### config.mk
export PLATFORM = sky130hd
export DESIGN_NAME = calculator_number_entry
export DESIGN_NICKNAME = d
export VERILOG_FILES = /design/src/sv/cne_pkg.sv /design/src/sv/cne_front.sv /design/src/sv/cne_back.sv /design/src/sv/calculator_number_entry.sv
export SDC_FILE = /design/constraint.sdc
export NUM_CORES = 1
export LEC_CHECK = 0
export ABC_AREA = 1
export BUFFER_PORTS_ARGS = -buffer_cell sky130_fd_sc_hd__buf_4
export CAP_MARGIN = 20
export CORE_ASPECT_RATIO = 0.6
export CORE_MARGIN = 4
export CORE_UTILIZATION = 48
export DETAILED_ROUTE_END_ITERATION = 8
export GPL_ROUTABILITY_DRIVEN = 0
export HOLD_SLACK_MARGIN = 0.02
export MAX_ROUTING_LAYER = met4
export PLACE_DENSITY = 0.69
export SLEW_MARGIN = 40
export SYNTH_ARGS = -nofsm -noshare
export SYNTH_HDL_FRONTEND = slang
export SYNTH_SLANG_ARGS = --single-unit
### constraint.sdc
create_clock -name clock -period 4 [get_ports clock]
set_clock_uncertainty 0.2 [all_clocks]
set_input_delay 0.2 -clock clock [delete_from_list [all_inputs] [get_ports clock]]
set_output_delay 0.2 -clock clock [all_outputs]
set_load 0.02 [all_outputs]
### src/sv/cne_pkg.sv
`timescale 1ns / 1ps

package cne_pkg;

   localparam int MANTISSA_SLOTS = 10;
   localparam int SHOWN_SLOTS    = 10;
   localparam int CNT_W          = $clog2(MANTISSA_SLOTS + 1);
   localparam int QUEUE_DEPTH    = 2;

   localparam logic [3:0] EMPTY_NIBBLE = 4'hF;
   localparam logic [3:0] KEY_POINT    = 4'd10;
   localparam logic [3:0] KEY_EEX      = 4'd11;
   localparam logic [3:0] KEY_CHS      = 4'd12;
   localparam logic [7:0] POINT_MAX    = 8'd14;

   typedef enum logic [2:0] {
      OP_END,
      OP_DIGIT,
      OP_POINT,
      OP_EEX,
      OP_CHS,
      OP_NONE
   } op_type;

   typedef struct packed {
      op_type     op;
      logic [3:0] digit;
   } cmd_type;

   typedef struct packed {
      logic [4*SHOWN_SLOTS-1:0] mantissa_digits;
      logic [3:0]               exponent_first;
      logic [3:0]               exponent_second;
      logic                     exponent_mode;
      logic                     mantissa_sign;
      logic                     exponent_sign;
      logic [3:0]               point_position;
      logic                     entry_active;
   } result_type;

endpackage

### src/sv/cne_front.sv
`timescale 1ns / 1ps

module cne_front (
   input  logic             clock,
   input  logic             reset,
   input  logic             req_push,
   output logic             req_full,
   input  logic             req_mode,
   input  logic [3:0]       req_key,
   output logic             cmd_valid,
   output cne_pkg::cmd_type cmd,
   input  logic             cmd_take
);
   import cne_pkg::*;

   cmd_type    slot_ff [QUEUE_DEPTH];
   logic       wr_ptr_ff, wr_ptr_in;
   logic       rd_ptr_ff, rd_ptr_in;
   logic [1:0] count_ff, count_in;
   cmd_type    new_cmd;
   logic       push_ok;
   logic       pop_ok;

   // classify the key into an operation
   always_comb begin
      new_cmd.digit = req_key;
      if (req_mode) begin
         new_cmd.op = OP_END;
      end else begin
         case (req_key) inside
            [4'd0:4'd9]: new_cmd.op = OP_DIGIT;
            KEY_POINT:   new_cmd.op = OP_POINT;
            KEY_EEX:     new_cmd.op = OP_EEX;
            KEY_CHS:     new_cmd.op = OP_CHS;
            default:     new_cmd.op = OP_NONE;
         endcase
      end
   end

   assign req_full  = (count_ff == 2'(QUEUE_DEPTH));
   assign cmd_valid = (count_ff != 2'd0);
   assign cmd       = slot_ff[rd_ptr_ff];
   assign push_ok   = req_push && !req_full;
   assign pop_ok    = cmd_take && cmd_valid;

   always_comb begin
      wr_ptr_in = push_ok ? ~wr_ptr_ff : wr_ptr_ff;
      rd_ptr_in = pop_ok ? ~rd_ptr_ff : rd_ptr_ff;
      count_in  = count_ff + 2'(push_ok) - 2'(pop_ok);
   end

   always_ff @(posedge clock) begin
      if (reset) begin
         wr_ptr_ff <= 1'b0;
         rd_ptr_ff <= 1'b0;
         count_ff  <= 2'd0;
      end else begin
         wr_ptr_ff <= wr_ptr_in;
         rd_ptr_ff <= rd_ptr_in;
         count_ff  <= count_in;
      end
   end

   always_ff @(posedge clock) begin
      if (push_ok) begin
         slot_ff[wr_ptr_ff] <= new_cmd;
      end
   end

endmodule

### src/sv/cne_back.sv
`timescale 1ns / 1ps

module cne_back (
   input  logic                clock,
   input  logic                reset,
   input  logic                cmd_valid,
   input  cne_pkg::cmd_type    cmd,
   output logic                cmd_take,
   output logic                rsp_empty,
   input  logic                rsp_pop,
   output cne_pkg::result_type rsp_head
);
   import cne_pkg::*;

   // entry buffer
   logic [3:0]       mant_ff [MANTISSA_SLOTS];
   logic [3:0]       mant_in [MANTISSA_SLOTS];
   logic [3:0]       exp0_ff, exp0_in;
   logic [3:0]       exp1_ff, exp1_in;
   logic             exp_flag_ff, exp_flag_in;
   logic             mneg_ff, mneg_in;
   logic             eneg_ff, eneg_in;
   logic [3:0]       point_ff, point_in;
   logic             active_ff, active_in;
   logic [CNT_W-1:0] cnt_ff, cnt_in;
   logic [7:0]       cnt_wide;

   // result queue
   result_type       rslot_ff [QUEUE_DEPTH];
   logic             rwr_ff, rwr_in;
   logic             rrd_ff, rrd_in;
   logic [1:0]       rcount_ff, rcount_in;
   logic             rpop_ok;
   result_type       result;
   logic [4*SHOWN_SLOTS-1:0] shown;

   assign cmd_take = cmd_valid && (rcount_ff != 2'(QUEUE_DEPTH));

   always_comb begin
      mant_in     = mant_ff;
      exp0_in     = exp0_ff;
      exp1_in     = exp1_ff;
      exp_flag_in = exp_flag_ff;
      mneg_in     = mneg_ff;
      eneg_in     = eneg_ff;
      point_in    = point_ff;
      active_in   = active_ff;
      cnt_in      = cnt_ff;
      cnt_wide    = 8'd0;
      if (cmd_take) begin
         if (cmd.op == OP_END) begin
            active_in = 1'b0;
         end else begin
            // first key of an entry: wipe the buffer
            if (!active_ff) begin
               for (int i = 0; i < MANTISSA_SLOTS; i++) begin
                  mant_in[i] = EMPTY_NIBBLE;
               end
               exp0_in     = EMPTY_NIBBLE;
               exp1_in     = EMPTY_NIBBLE;
               exp_flag_in = 1'b0;
               mneg_in     = 1'b0;
               eneg_in     = 1'b0;
               point_in    = EMPTY_NIBBLE;
               cnt_in      = '0;
            end
            active_in = 1'b1;
            case (cmd.op)
               OP_DIGIT: begin
                  if (exp_flag_in) begin
                     if (exp0_in == EMPTY_NIBBLE) begin
                        exp0_in = cmd.digit;
                     end else if (exp1_in == EMPTY_NIBBLE) begin
                        exp1_in = cmd.digit;
                     end
                  end else if (cnt_in < CNT_W'(MANTISSA_SLOTS)) begin
                     for (int i = 0; i < MANTISSA_SLOTS; i++) begin
                        if (cnt_in == CNT_W'(i)) begin
                           mant_in[i] = cmd.digit;
                        end
                     end
                     cnt_in = cnt_in + CNT_W'(1);
                  end
               end
               OP_EEX: exp_flag_in = 1'b1;
               OP_CHS: begin
                  if (exp_flag_in) begin
                     eneg_in = ~eneg_in;
                  end else begin
                     mneg_in = ~mneg_in;
                  end
               end
               OP_POINT: begin
                  if (point_in == EMPTY_NIBBLE && !exp_flag_in) begin
                     cnt_wide = 8'(cnt_in);
                     // clamp so the count never reads as "no point"
                     point_in = (cnt_wide > POINT_MAX) ? POINT_MAX[3:0] : cnt_wide[3:0];
                  end
               end
               default: ;
            endcase
         end
      end
   end

   for (genvar g = 0; g < SHOWN_SLOTS; g++) begin : g_shown
      if (g < MANTISSA_SLOTS) begin : g_slot
         assign shown[4*g +: 4] = mant_in[g];
      end else begin : g_pad
         assign shown[4*g +: 4] = EMPTY_NIBBLE;
      end
   end

   always_comb begin
      result.mantissa_digits = shown;
      result.exponent_first  = exp0_in;
      result.exponent_second = exp1_in;
      result.exponent_mode   = exp_flag_in;
      result.mantissa_sign   = mneg_in;
      result.exponent_sign   = eneg_in;
      result.point_position  = point_in;
      result.entry_active    = active_in;
   end

   assign rsp_empty = (rcount_ff == 2'd0);
   assign rsp_head  = rslot_ff[rrd_ff];
   assign rpop_ok   = rsp_pop && !rsp_empty;

   always_comb begin
      rwr_in    = cmd_take ? ~rwr_ff : rwr_ff;
      rrd_in    = rpop_ok ? ~rrd_ff : rrd_ff;
      rcount_in = rcount_ff + 2'(cmd_take) - 2'(rpop_ok);
   end

   always_ff @(posedge clock) begin
      if (reset) begin
         for (int i = 0; i < MANTISSA_SLOTS; i++) begin
            mant_ff[i] <= EMPTY_NIBBLE;
         end
         exp0_ff     <= EMPTY_NIBBLE;
         exp1_ff     <= EMPTY_NIBBLE;
         exp_flag_ff <= 1'b0;
         mneg_ff     <= 1'b0;
         eneg_ff     <= 1'b0;
         point_ff    <= EMPTY_NIBBLE;
         active_ff   <= 1'b0;
         cnt_ff      <= '0;
         rwr_ff      <= 1'b0;
         rrd_ff      <= 1'b0;
         rcount_ff   <= 2'd0;
      end else begin
         mant_ff     <= mant_in;
         exp0_ff     <= exp0_in;
         exp1_ff     <= exp1_in;
         exp_flag_ff <= exp_flag_in;
         mneg_ff     <= mneg_in;
         eneg_ff     <= eneg_in;
         point_ff    <= point_in;
         active_ff   <= active_in;
         cnt_ff      <= cnt_in;
         rwr_ff      <= rwr_in;
         rrd_ff      <= rrd_in;
         rcount_ff   <= rcount_in;
      end
   end

   always_ff @(posedge clock) begin
      if (cmd_take) begin
         rslot_ff[rwr_ff] <= result;
      end
   end

   // fill count stays within the slot count
   assert property (@(posedge clock) disable iff (reset)
      cnt_ff <= CNT_W'(MANTISSA_SLOTS))
      else $error("mantissa fill count beyond slot count");

   // a recorded point never lies past the digits entered
   assert property (@(posedge clock) disable iff (reset)
      (point_ff != EMPTY_NIBBLE) |-> (8'(point_ff) <= 8'(cnt_ff)))
      else $error("point position past entered digits");

   // exponent digits only exist in exponent mode, and fill in order
   assert property (@(posedge clock) disable iff (reset)
      (!exp_flag_ff |-> (exp0_ff == EMPTY_NIBBLE && exp1_ff == EMPTY_NIBBLE)) and
      ((exp1_ff != EMPTY_NIBBLE) |-> (exp0_ff != EMPTY_NIBBLE)))
      else $error("exponent slots out of order");

   // a taken command always leaves a snapshot in the result queue
   assert property (@(posedge clock) disable iff (reset)
      cmd_take |=> (rcount_ff != 2'd0))
      else $error("taken command left no result");

endmodule

### src/sv/calculator_number_entry.sv
`timescale 1ns / 1ps
// A pushed word sits decoded in the command queue until the back end takes it (only while
// the result queue has room); it is then applied to the buffer and its snapshot queued.
// Throughput: one word per cycle while snapshots are popped as they arrive; the back end
// executes one command per cycle, limited by its single update of the entry buffer.
// Reset (synchronous, active high): both queues empty, buffer slots read 15, flags 0.

module calculator_number_entry (
   input  logic        clock,
   input  logic        reset,
   // key words
   input  logic        req_push,
   output logic        req_full,
   input  logic        req_mode,
   input  logic [3:0]  req_key,
   // buffer snapshots
   output logic        rsp_empty,
   input  logic        rsp_pop,
   output logic [39:0] rsp_mantissa_digits,
   output logic [3:0]  rsp_exponent_first,
   output logic [3:0]  rsp_exponent_second,
   output logic        rsp_exponent_mode,
   output logic        rsp_mantissa_sign,
   output logic        rsp_exponent_sign,
   output logic [3:0]  rsp_point_position,
   output logic        rsp_entry_active
);
   import cne_pkg::*;

   logic       cmd_valid;
   logic       cmd_take;
   cmd_type    cmd;
   result_type rsp_head;

   // front: take key words, decode them into operations, hold them in a short queue
   cne_front u_front (
      .clock     (clock),
      .reset     (reset),
      .req_push  (req_push),
      .req_full  (req_full),
      .req_mode  (req_mode),
      .req_key   (req_key),
      .cmd_valid (cmd_valid),
      .cmd       (cmd),
      .cmd_take  (cmd_take)
   );

   // back: apply each operation to the entry buffer and queue the snapshot
   cne_back u_back (
      .clock     (clock),
      .reset     (reset),
      .cmd_valid (cmd_valid),
      .cmd       (cmd),
      .cmd_take  (cmd_take),
      .rsp_empty (rsp_empty),
      .rsp_pop   (rsp_pop),
      .rsp_head  (rsp_head)
   );

   // unpack the head snapshot onto the result ports
   assign rsp_mantissa_digits = rsp_head.mantissa_digits;
   assign rsp_exponent_first  = rsp_head.exponent_first;
   assign rsp_exponent_second = rsp_head.exponent_second;
   assign rsp_exponent_mode   = rsp_head.exponent_mode;
   assign rsp_mantissa_sign   = rsp_head.mantissa_sign;
   assign rsp_exponent_sign   = rsp_head.exponent_sign;
   assign rsp_point_position  = rsp_head.point_position;
   assign rsp_entry_active    = rsp_head.entry_active;

endmodule

* Word-level counts from Yosys, hierarchy flattened
Memory sizes are Yosys's and may differ from the RTL's. A register that Yosys moved wholly into a read port is not among the register bits.
Index checks and enable logic that the tools add are counted.
** Operators by class
- $lt $le $gt $ge :: 4
- Equal/unequal tests :: 21
- Mux-type cells :: 82
- $add $sub $neg :: 5
- Reductions and logical operators :: 14
- Bitwise logic cells :: 7
** Operators by type and width (count)
- two-way mux 40 bit :: 6
- two-way mux 4 bit :: 41
- equality test 4 bit, second input constant :: 8
- two-way mux 1 bit :: 31
- equality test 4 x 3 -> 1 bit, second input constant :: 4
- two-way mux 3 bit :: 4
- equality test 4 x 2 -> 1 bit, second input constant :: 2
- NOT 1 bit :: 7
- equality test 3 x 2 -> 1 bit, second input constant :: 2
- logical AND 1 bit :: 6
- adder 2 x 1 -> 2 bit :: 2
- adder 4 x 1 -> 4 bit, second input constant :: 1
- equality test 4 x 1 -> 1 bit, second input constant :: 1
- greater-or-equal comparator 4 x 1 -> 1 bit, second input constant :: 1
- > comparator 4 bit, second input constant :: 1
- <= comparator 4 bit, second input constant :: 1
- zero test 4 bit :: 1
- < comparator 4 bit, second input constant :: 1
- subtractor 2 x 1 -> 2 bit :: 2
- equality test 3 x 1 -> 1 bit, second input constant :: 1
- equality test 3 bit, second input constant :: 1
- zero test 1 bit :: 3
- zero test 3 bit :: 1
- equality test 2 bit, second input constant :: 1
- 4 further kinds :: 4
** Word-level totals
- Output and inout bits :: 58
- Word-level logic and storage cells :: 159
- Input port bits :: 9
- Register bits after elaboration :: 68
- Memories :: 2
- RAM bits :: 126
** Memory list
- u_back.rslot_ff :: depth 2, bits a word 56, read ports 1, clocked after Yosys merged registers in 1, write ports 1, line cne_back.sv:29 : result_type rslot_ff [QUEUE_DEPTH];
- u_front.slot_ff :: depth 2, bits a word 7, read ports 1, clocked after Yosys merged registers in 1, write ports 1, line cne_front.sv:16 : cmd_type slot_ff [QUEUE_DEPTH];

* Longest topological paths before layout
Gate-level depths: netlist of the first run.
- Depth after elaboration :: 10
- Gate-level depth with buffers :: 12
- Mapped depth without buffers :: 11

* Hierarchy
From an unflattened synthesis of the first run, not the netlist that was laid out.
** Second synthesis, totals
- Cell total of the unflattened synthesis :: 824
- Area, all modules :: 8485.6 µm²
** Modules (own cells, without submodules)
- cne_back :: seq. area each 4664.5 µm², cells each 752, area an instance 7648.6 µm², times used 1
- cne_front :: seq. area each 520.5 µm², cells each 72, area an instance 837.1 µm², times used 1

* Least setup slack after synthesis of the first run
OpenSTA, ideal clock, no wires.
- Kind :: register to register
- Start point :: register u_back.rcount_ff[0]
- End point :: memory u_back.rslot_ff[1][0] in the netlist's numbering (enable)
- Required time :: 3329 ps
- Buffers on the path :: 1
- Setup time :: 471 ps
- Data arrival time :: 3190 ps
- Slack :: 138 ps
- Cell stages (with the launch flop) :: 7
- Period minus slack after synthesis :: 3862 ps
- Path through :: dfxtp_1 > inv_1 > nand2_1 > o21a_2 > buf_4 > inv_2 > nor2_1
** Between the ends
- Longest elaborated chain between the ends :: 4
** Ends and longest elaborated chain
- start: declaration :: line cne_back.sv:32 : logic [1:0] rcount_ff, rcount_in;
- start signal: assignment :: line cne_back.sv:163 : rcount_ff <= rcount_in;
- inequality test 2 bit :: line cne_back.sv:37 : assign cmd_take = cmd_valid && (rcount_ff != 2'(QUEUE_DEPTH));
- logical AND 1 bit :: line cne_back.sv:37
- two-way mux 1 bit :: line cne_back.sv:168 : if (cmd_take) begin
- two-way mux 1 bit (not written as such) :: line cne_back.sv:169 : rslot_ff[rwr_ff] <= result;
- end: declaration :: line cne_back.sv:29
Every way passes these cells.

==> impl_metrics.ini, run 1 <==
[worst_setup_path]
setup.worst_path.start_class = flop
critPathCapture = u_back.rslot_ff[0][16]
worstPathCellList = inv_2 -> nand2_1 -> nand2_2 -> nand3_4 -> nand2_2 -> inv_2 -> nand2_1 -> nand3_1 -> nand2_1 -> inv_1
timing.rr.end = u_back.rslot_ff[0][16]
slowest_delay_ps = 610
crit_required_ps = 4100
crit_top_cell = nand2_1
cpMaxStageDelayCell = dfxtp_1
reg2reg_slack_ps = 1310
arrival_ps = 2790
critical_path_class = flop to flop
cp-end-kind = flop
path_max_fanout = 40
rr_worst_depth = 10

[timing]
finalCritPeriodShare_pct = 67.2
relSlewSlack_pct = 46.8
timing.fmax_mhz = 372
rsz0062_at_grt = false
period_minus_slack_ps = 2690
hold_ws_ps = 42.4
setup_violations = 0
hold_viol_final = 0
finalMaxSlewViolations = 0
finalSetupTns_ps = 0
max_slew.worst_pin.slew_ps = 798

[cts]
clock-sinks = 196
root_buffer = clkbuf_16
clkTransAtPathRegs_ps = 70
cts.htree.levels = 4
cts_setup_buffers = 0
worstSkewPairLatency_ps = 430
clk_path_buf_depth = 2
tritoncts = yes
cts_resized = 0
cts_made_buffers = 17

[place]
place_area_um2 = 9230
portBuffers = 66
hpwlAfterDp_um = 11500

[finish]
drive_gt1_share_pct = 21.3
nFillCells = 1468
nets = 929
diodes = 0
area_growth_pct = 16.0
mostFrequentLayoutCell = nand2_1
fin_area_um2 = 9880
final_cell_mix = nand2_1 (223), edfxtp_1 (126), inv_1 (116)

[logic_synthesis]
syn_area_um2 = 8520
yosys.area.top_type = edfxtp_1
yosysSeqAreaShare_pct = 60.9
synth_cell_types = 40
synth_nets = 859
syn_area_per_cell_um2 = 10.1
synth_area_leaders = edfxtp_1 (44%), dfxtp_1 (16%), nand2_1 (9.8%)
synthCells = 842
ys_seq_elements = 196
yosysWarnings = 0
yosysTopAreaCellShare_pct = 44.4

[min_path]
hp-class = input port to flop

[global_route]
grt.total_usage_pct = 18.6
grt_max_degree = 60
grt_pass1_wl_um = 29000
globalRouteOverflowTotal = 0
antenna_found_initial = 0
grt_pass1_vias = 5610

[floorplan]
die_area_um2 = 20000
core-area_um2 = 17300
num_rows = 37
die_width_um = 180
initial_core_util_pct = 49.3
die_y_um = 111
ios = 67

[flow_run]
cap_violations = 0

[routing]
ant_nets = 0
via_count = 5936
routed_wl_um = 17800
drt_iter0_markers = 514
drc = 0
drt_pass1_iterations = 6
via_per_inst = 5.12
avgRoutedWirePerCell_um = 15.4

[power_and_ir_drop]
ir_drop_mv = 0.487
power_density_nw_per_um2 = 734
leakagePower_uw = 0.00390

[status]
outcome = complete, no violations
[worst max-delay path: cells and delay by family, from the launching register on]
family                 cells  cell delay (ps)
and+or+nand+nor            7              910
buffers and inverters      3              820
DFF                        1              610
[per-stage QoR]
stage | utilization [%] | power, uW | worst slack [ps] | cells
after floorplan | - | 4800 | 138 | 842
after global placement | 53.4 | 5540 | 1390 | 1120
after detailed placement | 53.5 | 5590 | 1390 | 1120
after CTS | 57.2 | 7270 | 1350 | 1159
after global routing | 57.2 | 7660 | 1080 | 1159
final | 57.2 | 7250 | 1310 | 1159
[cell families (layout without fill, tap and decap cells)]
family                   after synthesis  count (layout)  synth area share (%)
AO/OA/AOI/OAI                         48              48                  3.39
multiplexers                          56              56                  7.40
flip-flops                           196             196                  60.9
buffers and inverters                149             232                  7.10
adder cells (fa/ha/maj)                8               8                  1.18
XOR/XNOR                               2               2                 0.206
AND/OR/NAND/NOR                      383             383                  19.8
[worst min-delay path by stage]
stage	startpoint	to	cells after the start
CTS	req_push	u_front.wr_ptr_ff	5
floorplan	req_key[0]	u_front.slot_ff[0][0]	0
global route	req_push	u_front.wr_ptr_ff	5
global placement	req_key[1]	u_front.slot_ff[1][1]	1
finish	req_push	u_front.wr_ptr_ff	5
detailed placement	req_key[1]	u_front.slot_ff[0][1]	1
[cell usage after synthesis]
cell and number:
nand2_1 223, edfxtp_1 126, inv_1 116, dfxtp_1 70, nand3_1 65, mux2_2 56, nor2_1 48, o21ai_0 16
a21oi_1 14, clkbuf_1 12, nand2_2 12, buf_2 9, ha_1 8, o211ai_1 8, nand4_1 7, buf_4 5
inv_2 5, nor3_1 5, nand3_2 3, nor2_2 3, nor4_1 3, o21ai_2 3, or2_2 3, buf_6 2
nand2_4 2, nor2_4 2, o21bai_1 2, xor2_1 2, and2_1 1, and3_1 1, nand3_4 1, nand3b_1 1
nand4_4 1, nor3b_1 1, o2111ai_1 1, o21a_1 1, o21a_2 1, o21ai_1 1, o31ai_1 1, or2_1 1
[sequential cells by signal, summed over array words and instances, names as in the netlist, 2 cells and up, named ones only]
signal,cells
u_back.exp1_ff,4
u_back.exp0_ff,4
u_back.mant_ff,40
u_front.count_ff,2
u_back.rcount_ff,2
u_front.slot_ff,14
u_back.point_ff,4
u_back.cnt_ff,4
u_back.rslot_ff,112
[layer usage]
layer,track usage (%),up-vias,part of all wire (%)
met5,-,-,0
met1,27.7,2774,50
met2,25.4,231,41
li1,-,2905,-
met3,4.10,26,7.5
met4,5.48,0,1.6
[what timing repair did]
| action | in CTS | in global routing |
|---|---|---|
| endpoints found under the hold margin | 25 | 0 |
| endpoints found under the setup margin | 0 | 0 |
| hold buffers | 7 | 0 |
[power breakdown]
part / switching [uW] / internal [uW] / total, uW
clock: 786 / 884 / 1670
combinational: 1750 / 799 / 2550
sequential: 242 / 2790 / 3030
[cell type report]
class	count	area (um^2)	share of cell area, %
Clock buffer	19	433	4.38
Clock inverter	13	143	1.44
Inverter	121	457	4.62
Multi-Input combinational cell	497	2740	27.8
Sequential cell	196	5190	52.5
Tap cell	234	293	2.96
Timing Repair Buffer	79	623	6.31
No activity file was read; power rests on OpenSTA's default activity.
==> inputs of run 2 (changes only) <==
Settings changed: PLACE_DENSITY 0.69 to 0.66.
Clock period 4 ns to 2.5 ns, I/O delays scaled along.
==> run 2 against run 1 <==
Compared with the run above:
- die area unchanged
- global-route usage about the same
- first-iteration DRC count is 23% lower
- critical endpoint is now u_back.rslot_ff[0][53]
- largest power group unchanged
==> impl_metrics.ini, run 2 (synthesis results as in run 1) <==
[routing]
via_per_inst = 4.94
drc = 0
drt_pass1_iterations = 5
avgRoutedWirePerCell_um = 14.9
via_count = 5797
ant_nets = 0
drt_iter0_markers = 396
routed_wl_um = 17500

[place]
portBuffers = 66
hpwlAfterDp_um = 11900

[worst_setup_path]
path_max_fanout = 6
reg2reg_from = u_back.active_ff
critical_path.top_delay_family = simple AND/OR/NAND/NOR gates
cp-end-kind = flop
timing.rr.end = u_back.rslot_ff[0][53]
worst-path-stages = 8
cpMaxStageDelayCell = dfxtp_1
slowest_delay_ps = 440
arrival_ps = 2210
path_buf_inv = 2
worstPathCellList = nand2_1 -> inv_1 -> ha_1 -> nand3_1 -> nor3_1 -> nand2_1 -> nand2_1 -> inv_1
crit_top_cell = nand2_1
setup.worst_path.start_class = flop
critical_path_class = flop to flop
crit_required_ps = 2490
rr_worst_depth = 8
reg2reg_slack_ps = 280

[timing]
hold_ws_ps = 248
hold_viol_final = 0
max_slew.worst_pin.slew_ps = 728
finalMaxSlewViolations = 0
setup_violations = 0
relSlewSlack_pct = 51.3
period_minus_slack_ps = 2220
finalSetupTns_ps = 0
finalCritPeriodShare_pct = 88.7
timing.fmax_mhz = 451
rsz0062_at_grt = false

[cts]
cts_made_buffers = 17
clk_path_buf_depth = 2
root_buffer = clkbuf_16
tritoncts = yes
clkTransAtPathRegs_ps = 70
cts.htree.levels = 4
worstSkewPairLatency_ps = 430
clock-sinks = 196

[global_route]
grt_pass1_vias = 5647
grt_pass1_wl_um = 29100
antenna_found_initial = 0
globalRouteOverflowTotal = 0
grt_max_degree = 50
grt.total_usage_pct = 18.6

[flow_run]
cap_violations = 0

[finish]
nets = 944
nFillCells = 1460
final_cell_mix = nand2_1 (223), edfxtp_1 (126), inv_1 (116)
diodes = 0
largest_reg_flops = 112
top_register = u_back.rslot_ff
fin_util_pct = 58.3
mostFrequentLayoutCell = nand2_1
drive_gt1_share_pct = 22.8
reg_top3 = u_back.rslot_ff: 112 flops, u_back.mant_ff: 40 flops, u_front.slot_ff: 14 flops
area_growth_pct = 18.2

[floorplan]
die_width_um = 180
initial_core_util_pct = 49.3
die_y_um = 111
die_area_um2 = 20000
num_rows = 37
ios = 67
core-area_um2 = 17300

[status]
outcome = complete, no violations

[min_path]
hp-class = flop to flop
hp-start = u_front.rd_ptr_ff
min_path_cells = 1

[power_and_ir_drop]
leakagePower_uw = 0.00400
ir_drop_mv = 0.875
power_density_nw_per_um2 = 1170
run 2: cell types whose count changed in the layout (fill, tap and decap cells not counted), moves of 3 or more:
cell and change:
inv_6 -4, buf_4 +9, buf_12 +5, clkinv_4 +3
run 2: cell type report:
class	count	area, um^2	area share (%)
repair buffers	94	801	7.95
well taps	234	293	2.91
clock inverters	13	140	1.39
clock buffers	19	453	4.50
flip-flops and latches	196	5190	51.5
inverters	121	454	4.51
multi-input cells	497	2740	27.2
run 2: layer usage:
layer | up-vias | GRT usage (%) | routed length, um
met2 | 140 | 25.8 | 7120
met3 | 18 | 3.70 | 863
met1 | 2708 | 28.0 | 9300
met4 | 0 | 4.77 | 185
li1 | 2931 | - | -
met5 | - | - | 0
run 2: worst reg2reg max path: stages, from the launching register on:
cell and delay, ps:
dfxtp_1 440, nand2_1 170, inv_1 180, ha_1 220
nand3_1 120, nor3_1 380, nand2_1 110, nand2_1 110
inv_1 50
run 2: per-stage QoR:
stage	std cells	cell area (um^2)	power [uW]	worst slack [ps]
finish	1174	10100	11800	282
global route	1174	10100	12500	83.6
CTS	1174	10100	11900	121
detailed placement	1134	9400	9160	143
global placement	1134	9400	9110	208
floorplan	842	8530	7660	219
run 2: power breakdown:
part | total [uW] | internal, uW | switching, uW
Sequential | 4750 | 4460 | 298
Combinational | 4330 | 1500 | 2830
Clock | 2710 | 1460 | 1240
Total | 11800 | 7430 | 4370
run 2: worst max path at each step:
| stage | from | to | slack (ps) |
|---|---|---|---|
| 2_1_floorplan | u_back.rcount_ff[0] | u_back.rslot_ff[1][0] | 220 |
| 3_3_place_gp | flop | u_back.rslot_ff[0][35] | 210 |
| 3_5_place_dp | flop | u_back.rslot_ff[0][39] | 140 |
| 4_1_cts | flop | u_back.rslot_ff[1][43] | 120 |
| 5_1_grt | u_back.active_ff | u_back.rslot_ff[0][53] | 80 |
| 6_report | u_back.active_ff | u_back.rslot_ff[0][53] | 280 |
run 2: repair_timing:
action	in CTS	in global routing
setup endpoints to repair	0	31
endpoints found under the hold margin	26	0
buffers inserted	0	0
hold buffers	8	0
gates resized for setup	0	1
